$ cat src/sv/assert_macros.svh
// Assertion helpers shared by the RTL files
`ifndef ASSERT_MACROS_SVH
`define ASSERT_MACROS_SVH

// Checked on every rising edge while out of reset
`define ASSERT_CLK(label, prop, msg) \
  label: assert property (@(posedge clk) disable iff (!rst_n) prop) else $error(msg);

// Checked on every rising edge, reset included
`define ASSERT_ALWAYS(label, prop, msg) \
  label: assert property (@(posedge clk) prop) else $error(msg);

`endif

$ cat src/sv/ccr_pkg.sv
package ccr_pkg;

  localparam int unsigned COLOR_W = 24;
  localparam int unsigned ENTRY_W = 5;

  // Operation codes
  localparam logic OP_RESOLVE = 1'b0;
  localparam logic OP_WRITE   = 1'b1;

  // Colour spec kinds; the unused code falls back to default
  localparam logic [1:0] KIND_DEFAULT = 2'd0;
  localparam logic [1:0] KIND_INDEX   = 2'd1;
  localparam logic [1:0] KIND_RGB     = 2'd2;

  // Fixed palette entries
  localparam logic [ENTRY_W-1:0] ENTRY_INK   = 5'd16;
  localparam logic [ENTRY_W-1:0] ENTRY_PAPER = 5'd17;

  // Configuration register indexes
  localparam logic [1:0] CFG_LIGHT_COLORS   = 2'd0;
  localparam logic [1:0] CFG_INTENSIFY_BOLD = 2'd1;
  localparam logic [1:0] CFG_REVERSE_SCREEN = 2'd2;
  localparam logic [1:0] CFG_LINKS_ENABLED  = 2'd3;

  typedef logic [COLOR_W-1:0] rgb_t;

  // Palette write transfer
  typedef struct packed {
    logic               en;
    logic [ENTRY_W-1:0] addr;
    rgb_t               data;
  } pal_wr_t;

  // Palette read request, one address per colour
  typedef struct packed {
    logic               en;
    logic [ENTRY_W-1:0] ink_addr;
    logic [ENTRY_W-1:0] paper_addr;
  } pal_rd_t;

  // Power-up palette contents; entries past the standard set are black
  function automatic rgb_t reset_color(logic [ENTRY_W-1:0] idx);
    rgb_t c;
    unique case (idx)
      5'd0:    c = 24'h000000;
      5'd1:    c = 24'h800000;
      5'd2:    c = 24'h008000;
      5'd3:    c = 24'h808000;
      5'd4:    c = 24'h000080;
      5'd5:    c = 24'h800080;
      5'd6:    c = 24'h008080;
      5'd7:    c = 24'hFFFFFF;
      5'd8:    c = 24'h000000;
      5'd9:    c = 24'hFF0000;
      5'd10:   c = 24'h00FF00;
      5'd11:   c = 24'hFFFF00;
      5'd12:   c = 24'h0000FF;
      5'd13:   c = 24'hFF00FF;
      5'd14:   c = 24'h00FFFF;
      5'd15:   c = 24'hFFFFFF;
      5'd16:   c = 24'h000000;
      5'd17:   c = 24'hFFFFFF;
      5'd18:   c = 24'hFFFFFF;
      5'd19:   c = 24'h000080;
      5'd20:   c = 24'h808000;
      default: c = 24'h000000;
    endcase
    return c;
  endfunction

endpackage

$ cat src/sv/ccr_palette.sv
`include "assert_macros.svh"

module ccr_palette #(
  parameter int unsigned PALETTE_SIZE = 21
) (
  input  logic              clk,
  input  logic              rst_n,
  input  ccr_pkg::pal_wr_t  wr_i,
  input  ccr_pkg::pal_rd_t  rd_i,
  output ccr_pkg::rgb_t     ink_data_o,
  output ccr_pkg::rgb_t     paper_data_o
);

  localparam int unsigned AW = $clog2(PALETTE_SIZE);

  ccr_pkg::rgb_t           mem [PALETTE_SIZE];
  logic [PALETTE_SIZE-1:0] valid_r;
  ccr_pkg::rgb_t           ink_data_r;
  ccr_pkg::rgb_t           paper_data_r;

  logic [AW-1:0] wr_addr;
  logic [AW-1:0] ink_addr;
  logic [AW-1:0] paper_addr;

  assign wr_addr    = wr_i.addr[AW-1:0];
  assign ink_addr   = rd_i.ink_addr[AW-1:0];
  assign paper_addr = rd_i.paper_addr[AW-1:0];

  // Storage: one write port, no reset on the array itself
  always_ff @(posedge clk) begin
    if (wr_i.en) begin
      mem[wr_addr] <= wr_i.data;
    end
  end

  // Written marks; an unmarked entry reads as its power-up colour
  always_ff @(posedge clk) begin
    if (!rst_n) begin
      valid_r <= '0;
    end else if (wr_i.en) begin
      valid_r[wr_addr] <= 1'b1;
    end
  end

  // Two registered read ports
  always_ff @(posedge clk) begin
    if (rd_i.en) begin
      ink_data_r   <= valid_r[ink_addr] ? mem[ink_addr]
                                        : ccr_pkg::reset_color(rd_i.ink_addr);
      paper_data_r <= valid_r[paper_addr] ? mem[paper_addr]
                                          : ccr_pkg::reset_color(rd_i.paper_addr);
    end
  end

  assign ink_data_o   = ink_data_r;
  assign paper_data_o = paper_data_r;

  `ASSERT_CLK(a_wr_marks_valid, wr_i.en |=> valid_r[$past(wr_addr)], "palette write not marked")

endmodule

$ cat src/sv/cell_color_resolver.sv
// Channel  | Ports                                   | Transfer
// ---------+-----------------------------------------+----------------------------
// input    | start, busy, in_*                       | start & !busy at rising edge
// result   | out_valid, out_ink_rgb, out_paper_rgb   | out_valid, one cycle each
// config   | cfg_valid, cfg_ready, cfg_index, cfg_data | cfg_valid & cfg_ready
//
// One item per cycle while busy is low; a resolve result passes through stage 1
// (palette read and cube/grey mapping), then dimming and swap into the output register.
// A palette write takes effect for the very next item. Write items give no result.
// Reset is synchronous; busy is high for the first cycle out of reset only.
// The receiver cannot stall, so only busy out of reset holds the input back.
`include "assert_macros.svh"

module cell_color_resolver #(
  parameter int unsigned PALETTE_SIZE = 21
) (
  input  logic                          clk,
  input  logic                          rst_n,
  // input channel
  input  logic                          start,
  output logic                          busy,
  input  logic                          in_operation,
  input  logic [1:0]                    in_ink_kind,
  input  logic [ccr_pkg::COLOR_W-1:0]   in_ink_value,
  input  logic [1:0]                    in_paper_kind,
  input  logic [ccr_pkg::COLOR_W-1:0]   in_paper_value,
  input  logic                          in_inverted,
  input  logic                          in_faint,
  input  logic                          in_bold,
  input  logic                          in_link_active,
  input  logic [ccr_pkg::ENTRY_W-1:0]   in_entry_index,
  input  logic [ccr_pkg::COLOR_W-1:0]   in_entry_color,
  // result channel
  output logic                          out_valid,
  output logic [ccr_pkg::COLOR_W-1:0]   out_ink_rgb,
  output logic [ccr_pkg::COLOR_W-1:0]   out_paper_rgb,
  // configuration channel
  input  logic                          cfg_valid,
  output logic                          cfg_ready,
  input  logic [1:0]                    cfg_index,
  input  logic                          cfg_data
);

  // Palette address for a spec; only a low index reaches the palette
  function automatic logic [ccr_pkg::ENTRY_W-1:0] pal_addr(
    logic [1:0] kind, logic [7:0] idx, logic lift, logic [ccr_pkg::ENTRY_W-1:0] dflt);
    logic [ccr_pkg::ENTRY_W-1:0] a;
    a = dflt;
    if (kind == ccr_pkg::KIND_INDEX) begin
      a = {1'b0, idx[3:0]};
      if (lift && !idx[3]) begin
        a = {2'b01, idx[2:0]};
      end
    end
    return a;
  endfunction

  function automatic logic [7:0] cube_step(logic [2:0] s);
    return (s == 3'd0) ? 8'd0 : 8'(8'd55 + 8'(s) * 8'd40);
  endfunction

  // 6x6x6 cube: divide by 36 and 6 through reciprocal multiplies
  function automatic ccr_pkg::rgb_t cube_color(logic [7:0] idx);
    logic [7:0]  v;
    logic [15:0] p36;
    logic [2:0]  q36;
    logic [5:0]  r36;
    logic [15:0] p6;
    logic [2:0]  q6;
    logic [2:0]  r6;
    v   = idx - 8'd16;
    p36 = 16'(v) * 16'd57;
    q36 = p36[13:11];
    r36 = 6'(v - 8'(q36) * 8'd36);
    p6  = 16'(r36) * 16'd43;
    q6  = p6[10:8];
    r6  = 3'(r36 - 6'(q6) * 6'd6);
    return {cube_step(q36), cube_step(q6), cube_step(r6)};
  endfunction

  function automatic ccr_pkg::rgb_t grey_color(logic [7:0] idx);
    logic [7:0] g;
    g = 8'((idx - 8'd232) * 8'd10 + 8'd8);
    return {g, g, g};
  endfunction

  // Colour of a spec that does not go through the palette
  function automatic ccr_pkg::rgb_t resolve(logic [1:0] kind, ccr_pkg::rgb_t value);
    ccr_pkg::rgb_t c;
    c = '0;
    if (kind == ccr_pkg::KIND_RGB) begin
      c = value;
    end else if (kind == ccr_pkg::KIND_INDEX) begin
      if (value[7:0] >= 8'd232) begin
        c = grey_color(value[7:0]);
      end else if (value[7:0] >= 8'd16) begin
        c = cube_color(value[7:0]);
      end
    end
    return c;
  endfunction

  // Default, unused kind and low indexes take the palette entry
  function automatic logic from_palette(logic [1:0] kind, logic [7:0] idx);
    return !((kind == ccr_pkg::KIND_RGB)
             || ((kind == ccr_pkg::KIND_INDEX) && (idx >= 8'd16)));
  endfunction

  // c - ceil(c * 77 / 256)
  function automatic logic [7:0] dim_channel(logic [7:0] c);
    logic [15:0] p;
    p = 16'(c) * 16'd77 + 16'd255;
    return c - p[15:8];
  endfunction

  // Configuration registers
  logic light_colors_r;
  logic intensify_bold_r;
  logic reverse_screen_r;
  logic links_enabled_r;

  // Control and pipeline registers
  logic busy_r;
  logic s1_valid_r;
  logic out_valid_r;

  // Stage 1 payload
  ccr_pkg::rgb_t  s1_ink_map_r;
  logic           s1_ink_pal_r;
  ccr_pkg::rgb_t  s1_paper_map_r;
  logic           s1_paper_pal_r;
  logic           s1_faint_r;
  logic           s1_swap_r;

  // Output payload
  ccr_pkg::rgb_t  out_ink_rgb_r;
  ccr_pkg::rgb_t  out_paper_rgb_r;
  ccr_pkg::rgb_t  out_ink_rgb_nxt;
  ccr_pkg::rgb_t  out_paper_rgb_nxt;

  logic             accept;
  logic             ink_lift;
  ccr_pkg::pal_wr_t pal_wr;
  ccr_pkg::pal_rd_t pal_rd;
  ccr_pkg::rgb_t    pal_ink;
  ccr_pkg::rgb_t    pal_paper;
  ccr_pkg::rgb_t    ink_res;
  ccr_pkg::rgb_t    ink_dim;
  ccr_pkg::rgb_t    paper_res;

  assign accept    = start && !busy_r;
  assign busy      = busy_r;
  assign cfg_ready = 1'b1;

  // Configuration writes
  always_ff @(posedge clk) begin
    if (!rst_n) begin
      light_colors_r   <= 1'b0;
      intensify_bold_r <= 1'b0;
      reverse_screen_r <= 1'b0;
      links_enabled_r  <= 1'b0;
    end else if (cfg_valid && cfg_ready) begin
      unique case (cfg_index)
        ccr_pkg::CFG_LIGHT_COLORS:   light_colors_r   <= cfg_data;
        ccr_pkg::CFG_INTENSIFY_BOLD: intensify_bold_r <= cfg_data;
        ccr_pkg::CFG_REVERSE_SCREEN: reverse_screen_r <= cfg_data;
        ccr_pkg::CFG_LINKS_ENABLED:  links_enabled_r  <= cfg_data;
        default:                     light_colors_r   <= light_colors_r;
      endcase
    end
  end

  // Palette requests at the input transfer
  assign ink_lift = light_colors_r || (intensify_bold_r && in_bold);

  always_comb begin
    pal_wr.en   = accept && (in_operation == ccr_pkg::OP_WRITE)
                  && (32'(in_entry_index) < PALETTE_SIZE);
    pal_wr.addr = in_entry_index;
    pal_wr.data = in_entry_color;

    pal_rd.en         = accept && (in_operation == ccr_pkg::OP_RESOLVE);
    pal_rd.ink_addr   = pal_addr(in_ink_kind, in_ink_value[7:0], ink_lift,
                                 ccr_pkg::ENTRY_INK);
    pal_rd.paper_addr = pal_addr(in_paper_kind, in_paper_value[7:0], light_colors_r,
                                 ccr_pkg::ENTRY_PAPER);
  end

  ccr_palette #(
    .PALETTE_SIZE (PALETTE_SIZE)
  ) u_palette (
    .clk          (clk),
    .rst_n        (rst_n),
    .wr_i         (pal_wr),
    .rd_i         (pal_rd),
    .ink_data_o   (pal_ink),
    .paper_data_o (pal_paper)
  );

  // Control: busy for one cycle out of reset, valid chain
  always_ff @(posedge clk) begin
    if (!rst_n) begin
      busy_r      <= 1'b1;
      s1_valid_r  <= 1'b0;
      out_valid_r <= 1'b0;
    end else begin
      busy_r      <= 1'b0;
      s1_valid_r  <= pal_rd.en;
      out_valid_r <= s1_valid_r;
    end
  end

  // Stage 1 payload: cube, grey and direct colours mapped alongside the palette read
  always_ff @(posedge clk) begin
    if (pal_rd.en) begin
      s1_ink_map_r   <= resolve(in_ink_kind, in_ink_value);
      s1_ink_pal_r   <= from_palette(in_ink_kind, in_ink_value[7:0]);
      s1_paper_map_r <= resolve(in_paper_kind, in_paper_value);
      s1_paper_pal_r <= from_palette(in_paper_kind, in_paper_value[7:0]);
      s1_faint_r     <= in_faint;
      s1_swap_r      <= in_inverted ^ reverse_screen_r
                        ^ (links_enabled_r && in_link_active);
    end
  end

  // Stage 2: pick palette or mapped colour, dim faint ink, swap on the XOR of inversion, reverse screen and active link
  always_comb begin
    ink_res   = s1_ink_pal_r ? pal_ink : s1_ink_map_r;
    paper_res = s1_paper_pal_r ? pal_paper : s1_paper_map_r;
    ink_dim   = ink_res;
    if (s1_faint_r) begin
      ink_dim = {dim_channel(ink_res[23:16]), dim_channel(ink_res[15:8]),
                 dim_channel(ink_res[7:0])};
    end
    out_ink_rgb_nxt   = s1_swap_r ? paper_res : ink_dim;
    out_paper_rgb_nxt = s1_swap_r ? ink_dim : paper_res;
  end

  always_ff @(posedge clk) begin
    if (s1_valid_r) begin
      out_ink_rgb_r   <= out_ink_rgb_nxt;
      out_paper_rgb_r <= out_paper_rgb_nxt;
    end
  end

  assign out_valid     = out_valid_r;
  assign out_ink_rgb   = out_ink_rgb_r;
  assign out_paper_rgb = out_paper_rgb_r;

  `ASSERT_CLK(a_s1_from_resolve, s1_valid_r |-> $past(accept && (in_operation == ccr_pkg::OP_RESOLVE)), "stage without resolve")
  `ASSERT_CLK(a_out_from_s1, out_valid_r |-> $past(s1_valid_r), "result without stage 1")
  `ASSERT_CLK(a_busy_stays_low, !busy_r |=> !busy_r, "busy rose outside reset")

endmodule
$ cat config.mk
export PLATFORM = sky130hd
export DESIGN_NAME = cell_color_resolver
export DESIGN_NICKNAME = d
export VERILOG_FILES = /design/src/sv/ccr_pkg.sv /design/src/sv/ccr_palette.sv /design/src/sv/cell_color_resolver.sv
export VERILOG_INCLUDE_DIRS = /design/src /design/src/sv
export SDC_FILE = /design/constraint.sdc
export NUM_CORES = 1
export LEC_CHECK = 0
export ABC_AREA = 1
export BUFFER_PORTS_ARGS = -buffer_cell sky130_fd_sc_hd__buf_2
export CAP_MARGIN = 5
export CORE_MARGIN = 2
export CORE_UTILIZATION = 57
export DETAILED_ROUTE_END_ITERATION = 10
export PLACE_DENSITY = 0.77
export SYNTH_ARGS = -nofsm -noshare
export SYNTH_HDL_FRONTEND = slang
export SYNTH_SLANG_ARGS = --single-unit
$ cat constraint.sdc
create_clock -name clk -period 9.6 [get_ports clk]
set_clock_uncertainty 0.15 [all_clocks]
set_input_delay 1.44 -clock clk [delete_from_list [all_inputs] [get_ports clk]]
set_output_delay 1.44 -clock clk [all_outputs]
set_load 0.02 [all_outputs]
==> results.py <==
metrics = {
    "synthesis": {
        "async_flop_share": 0,
        "yosys.area_share.xor_xnor": 0.01927,
        "post_synth_instance_area_um2": 36160,
        "synth.ff_latch_count": 605,
        "syn_area_per_cell_um2": 9.971,
        "synth-main-ff-cell": "edfxtp_1",
        "synthesis.nets": 4054,
        "synthAdderAreaFrac": 0.1297,
        "synth_top_family_by_area": "compound AO/OA/AOI/OAI gates",
        "synth-warning-count": 0,
        "post_synth_and_or_nand_nor_area_fraction": 0.1119,
        "yosys-mux-area-fraction": 0.007265,
        "synth_cell_types": 57,
        "postSynthCellCount": 3627,
        "synth-seq-area-share": 0.4954,
        "synth-compound-area-share": 0.1721,
        "synth_edf_count": 580,
    },
    "layout": {
        "layout-area-overhead-vs-synth_pct": 10.76,
        "layout_cells_sized_above_1": 0.1151,
        "register_area_um2": 17920,
        "nFillCells": 4876,
        "multi_input_area_um2": 16140,
        "final_nets": 4158,
    },
    "flow_run": {
        "timing.max_cap.violations": 0,
    },
    "global_routing": {
        "grt_overflow": 0,
        "grt_pass1_vias": 27790,
        "largest_net_degree_at_the_start_of_global_routing": 126,
        "gr-usage-all-layers": 0.3233,
        "antenna_found_initial": 11,
        "grt_pass1_wl_mm": 161.9,
    },
    "worst_setup_path": {
        "reg2regPathDepth": 29,
        "cp-end-kind": "register",
        "worst-path-max-fanout": 3,
        "reg2reg_end": "out_paper_rgb[22]",
        "crit_path_top_delay_cell": "fa_1",
        "regToRegStartpoint": "s1_ink_pal_r",
        "ff2ff_setup_slack_ns": 2.77,
        "worst-endpoint-required_ns": 9.81,
        "startpoint_types": "input pin",
        "arrival_ns": 9.31,
        "max_stage_delay_ns": 0.54,
        "critPathKind": "input pin to register",
    },
    "floorplanning": {
        "io_pins": 144,
        "die_width_um": 255.9,
        "start_util": 0.5754,
        "die_height_um": 255.9,
        "num_rows": 92,
        "floorplan.die_area_um2": 65480,
        "core_area_um2": 62850,
    },
    "power_and_ir_drop": {
        "ir_worst_vdd_mv": 1.273,
        "total_power_mw": 16.32,
        "power.density_nw_per_um2": 407.4,
        "cellLeakagePower_nw": 16.00,
    },
    "sta": {
        "timing_hold_violations_final": 0,
        "timing_max_transition_violations_final": 0,
        "finalWorstPathRequiredPeriod_ns": 9.102,
        "finalSetupViolCount": 0,
        "slack_of_the_critical_path_ns": 0.4984,
        "fin_hold_ws_ns": 0.3071,
        "rsz_0062_raised_after_global_routing": "true",
        "worst_pin_slew_ns": 1.364,
        "final.period_utilization": 0.9481,
        "timing.max_slew.rel_slack": 0.08438,
        "maxClockFrequency_mhz": 109.9,
    },
    "cts": {
        "cts.sink_count": 605,
        "htree_levels": 2,
        "clockRootBuffer": "clkbuf_16",
        "cts-buffers-inserted": 59,
        "clock_slew_at_the_register_clock_pins_of_the_worst_setup_and_hold_paths_ns": 0.06,
        "tritoncts": "done",
        "clock_insertion_delay_worst_skew_ns": 0.67,
        "clock_path_buffers": 3,
        "cts-hold-fix-buffers": 0,
    },
    "placed_design": {
        "portBuffers": 142,
        "global_placer_s_final_weighted_congestion": 0.9070,
        "dp_wirelength_mm": 67.17,
        "pre_cts_slack_ns": -0.1746,
    },
    "detailed_routing": {
        "post-route-drc-count": 0,
        "detailedRoute.firstPassIterationCount": 6,
        "antenna_violating_nets_post_route": 0,
        "route.detailed.wl_per_inst_um": 23.37,
        "initialDrtViolationCount": 4217,
        "number_of_vias_after_detailed_routing": 29510,
        "drt-vias-per-instance": 6.372,
        "finalWirelength_mm": 108.2,
    },
    "hold_path": {
        "hold_path.startpoint": "links_enabled_r",
        "min_delay_worst_endpoint": "links_enabled_r",
        "min-delay-path-class": "register to register",
        "timing.hold.worst_path_depth": 2,
    },
    "outcome": {
        "run_status": "completed",
    },
}
==> state kept, by name, summed over array words and instances (netlist names), 18 cells and up <==
| signal | flops |
|---|---|
| out_ink_rgb | 24 |
| out_paper_rgb | 24 |
| s1_ink_map_r | 24 |
| s1_paper_map_r | 24 |
| u_palette.ink_data_o | 24 |
| u_palette.mem | 432 |
| u_palette.paper_data_o | 24 |
| u_palette.valid_r | 18 |
==> cell usage after synthesis (25+ instances only) <==
cell / count / area [um2]
fa_1: 68 / 1361
inv_1: 385 / 1445
nor2_1: 194 / 728.2
buf_2: 44 / 220.2
xor2_1: 33 / 289.0
a21oi_1: 239 / 1196
dfxtp_1: 25 / 500.5
nand3_1: 151 / 755.7
xnor2_1: 41 / 359.1
or2_2: 34 / 212.7
o21ai_0: 388 / 1942
nand2_1: 541 / 2031
o31ai_1: 32 / 240.2
ha_1: 266 / 3328
edfxtp_1: 580 / 17420
clkbuf_1: 135 / 506.7
o221ai_1: 115 / 1007
o211ai_1: 103 / 773.2
==> worst max-delay path by stage <==
stage / startpoint / endpoint / slack (ns) / cells past startpoint
2_1_floorplan: in_paper_value[2] / s1_paper_map_r[7] / 0.009 / 45
3_3_place_gp: in_paper_value[4] / s1_paper_map_r[7] / 0.05 / 51
3_5_place_dp: in_paper_value[4] / s1_paper_map_r[7] / -0.17 / 51
4_1_cts: in_ink_value[4] / s1_ink_map_r[7] / 0.47 / 50
5_1_grt: in_ink_value[4] / s1_ink_map_r[7] / -0.03 / 50
6_report: in_ink_value[4] / s1_ink_map_r[7] / 0.50 / 50
==> cells by family (layout without fill, tap and decap cells) <==
group / after synthesis / after routing
compound gates: 1023 / 1023
simple gates: 965 / 965
flops: 605 / 605
buf+inv: 598 / 749
fa+ha+maj: 334 / 334
xor+xnor: 77 / 77
mux: 24 / 24
other cells: 1 / 8
==> metrics by stage <==
| stage | instance area [um2] | util | TNS [ns] | cells |
|---|---|---|---|---|
| floorplan | 36270 | - | 0 | 3627 |
| global placement | 38100 | 0.6062 | 0 | 4514 |
| detailed placement | 38100 | 0.6062 | -0.3092 | 4514 |
| CTS | 40000 | 0.6365 | 0 | 4622 |
| global route | 40050 | 0.6372 | -0.03165 | 4628 |
| finish | 40060 | 0.6373 | 0 | 4631 |
==> critical path: cells and delay by family <==
kind | cells | cell delay (ns)
xor gates and xnor gates | 7 | 1.26
AOI/OAI and AO/OA | 8 | 0.95
and+or+nand+nor | 12 | 0.94
buffers and inverters | 10 | 0.80
adders and majority gates | 13 | 3.91
==> cell type report <==
| type | instances | share of cell area |
|---|---|---|
| flip-flops and latches | 605 | 0.4473 |
| multi-input cells | 2424 | 0.4029 |
| clock buffers | 70 | 0.03789 |
| inverters | 401 | 0.03786 |
| repair buffers | 240 | 0.03748 |
| well taps | 846 | 0.02643 |
| clock inverters | 38 | 0.009714 |
| diodes | 7 | 0.0004373 |
==> metal layers <==
| metal | global-route usage | wire length, um | up-vias |
|---|---|---|---|
| met5 | 0 | 48 | - |
| met4 | 0.1741 | 5678 | 8 |
| met3 | 0.07497 | 13540 | 422 |
| met2 | 0.5092 | 49350 | 2107 |
| met1 | 0.4168 | 39630 | 13800 |
| li1 | - | - | 13170 |
==> report_power, final <==
part | switching [mW] | leakage [nW] | internal [mW]
sequential | 0.0355 | 5.46 | 3.17
clock | 1.02 | 0.928 | 1.31
combinational | 6.06 | 9.61 | 4.73
total | 7.11 | 16.0 | 9.21
==> repair_timing <==
action,4_1_cts,5_1_grt
endpoints found under the setup margin,0,2
buffers inserted,0,2
gates resized for setup,0,5
endpoints found under the hold margin,0,0
==> placed cells by master (no fill, tap or decap), types with 8 or more instances in the layout <==
cell type | Yosys | layout
nor2_4 | 3 | 15
fa_1 | 68 | 68
o221ai_1 | 115 | 115
nand2_1 | 541 | 540
a211oi_1 | 20 | 20
xor2_1 | 33 | 32
clkinv_2 | 0 | 11
clkinv_1 | 7 | 24
a21oi_1 | 239 | 236
nor2_1 | 194 | 178
dfxtp_1 | 25 | 24
or2_2 | 34 | 33
a31oi_1 | 22 | 22
edfxtp_1 | 580 | 580
buf_2 | 44 | 140
o21ai_1 | 10 | 11
o41ai_1 | 17 | 17
clkbuf_1 | 135 | 11
nand3_1 | 151 | 151
inv_1 | 385 | 382
nor3_1 | 14 | 11
inv_2 | 8 | 8
o211ai_1 | 103 | 103
mux2_2 | 18 | 18
a221oi_1 | 10 | 10
o21bai_1 | 10 | 10
o31ai_1 | 32 | 32
ha_1 | 266 | 263
o22ai_1 | 22 | 22
o21a_1 | 17 | 17
o21ai_0 | 388 | 387
buf_4 | 4 | 96
clkbuf_16 | 0 | 59
xnor2_1 | 41 | 40
Power figures use the tool's default switching activity.
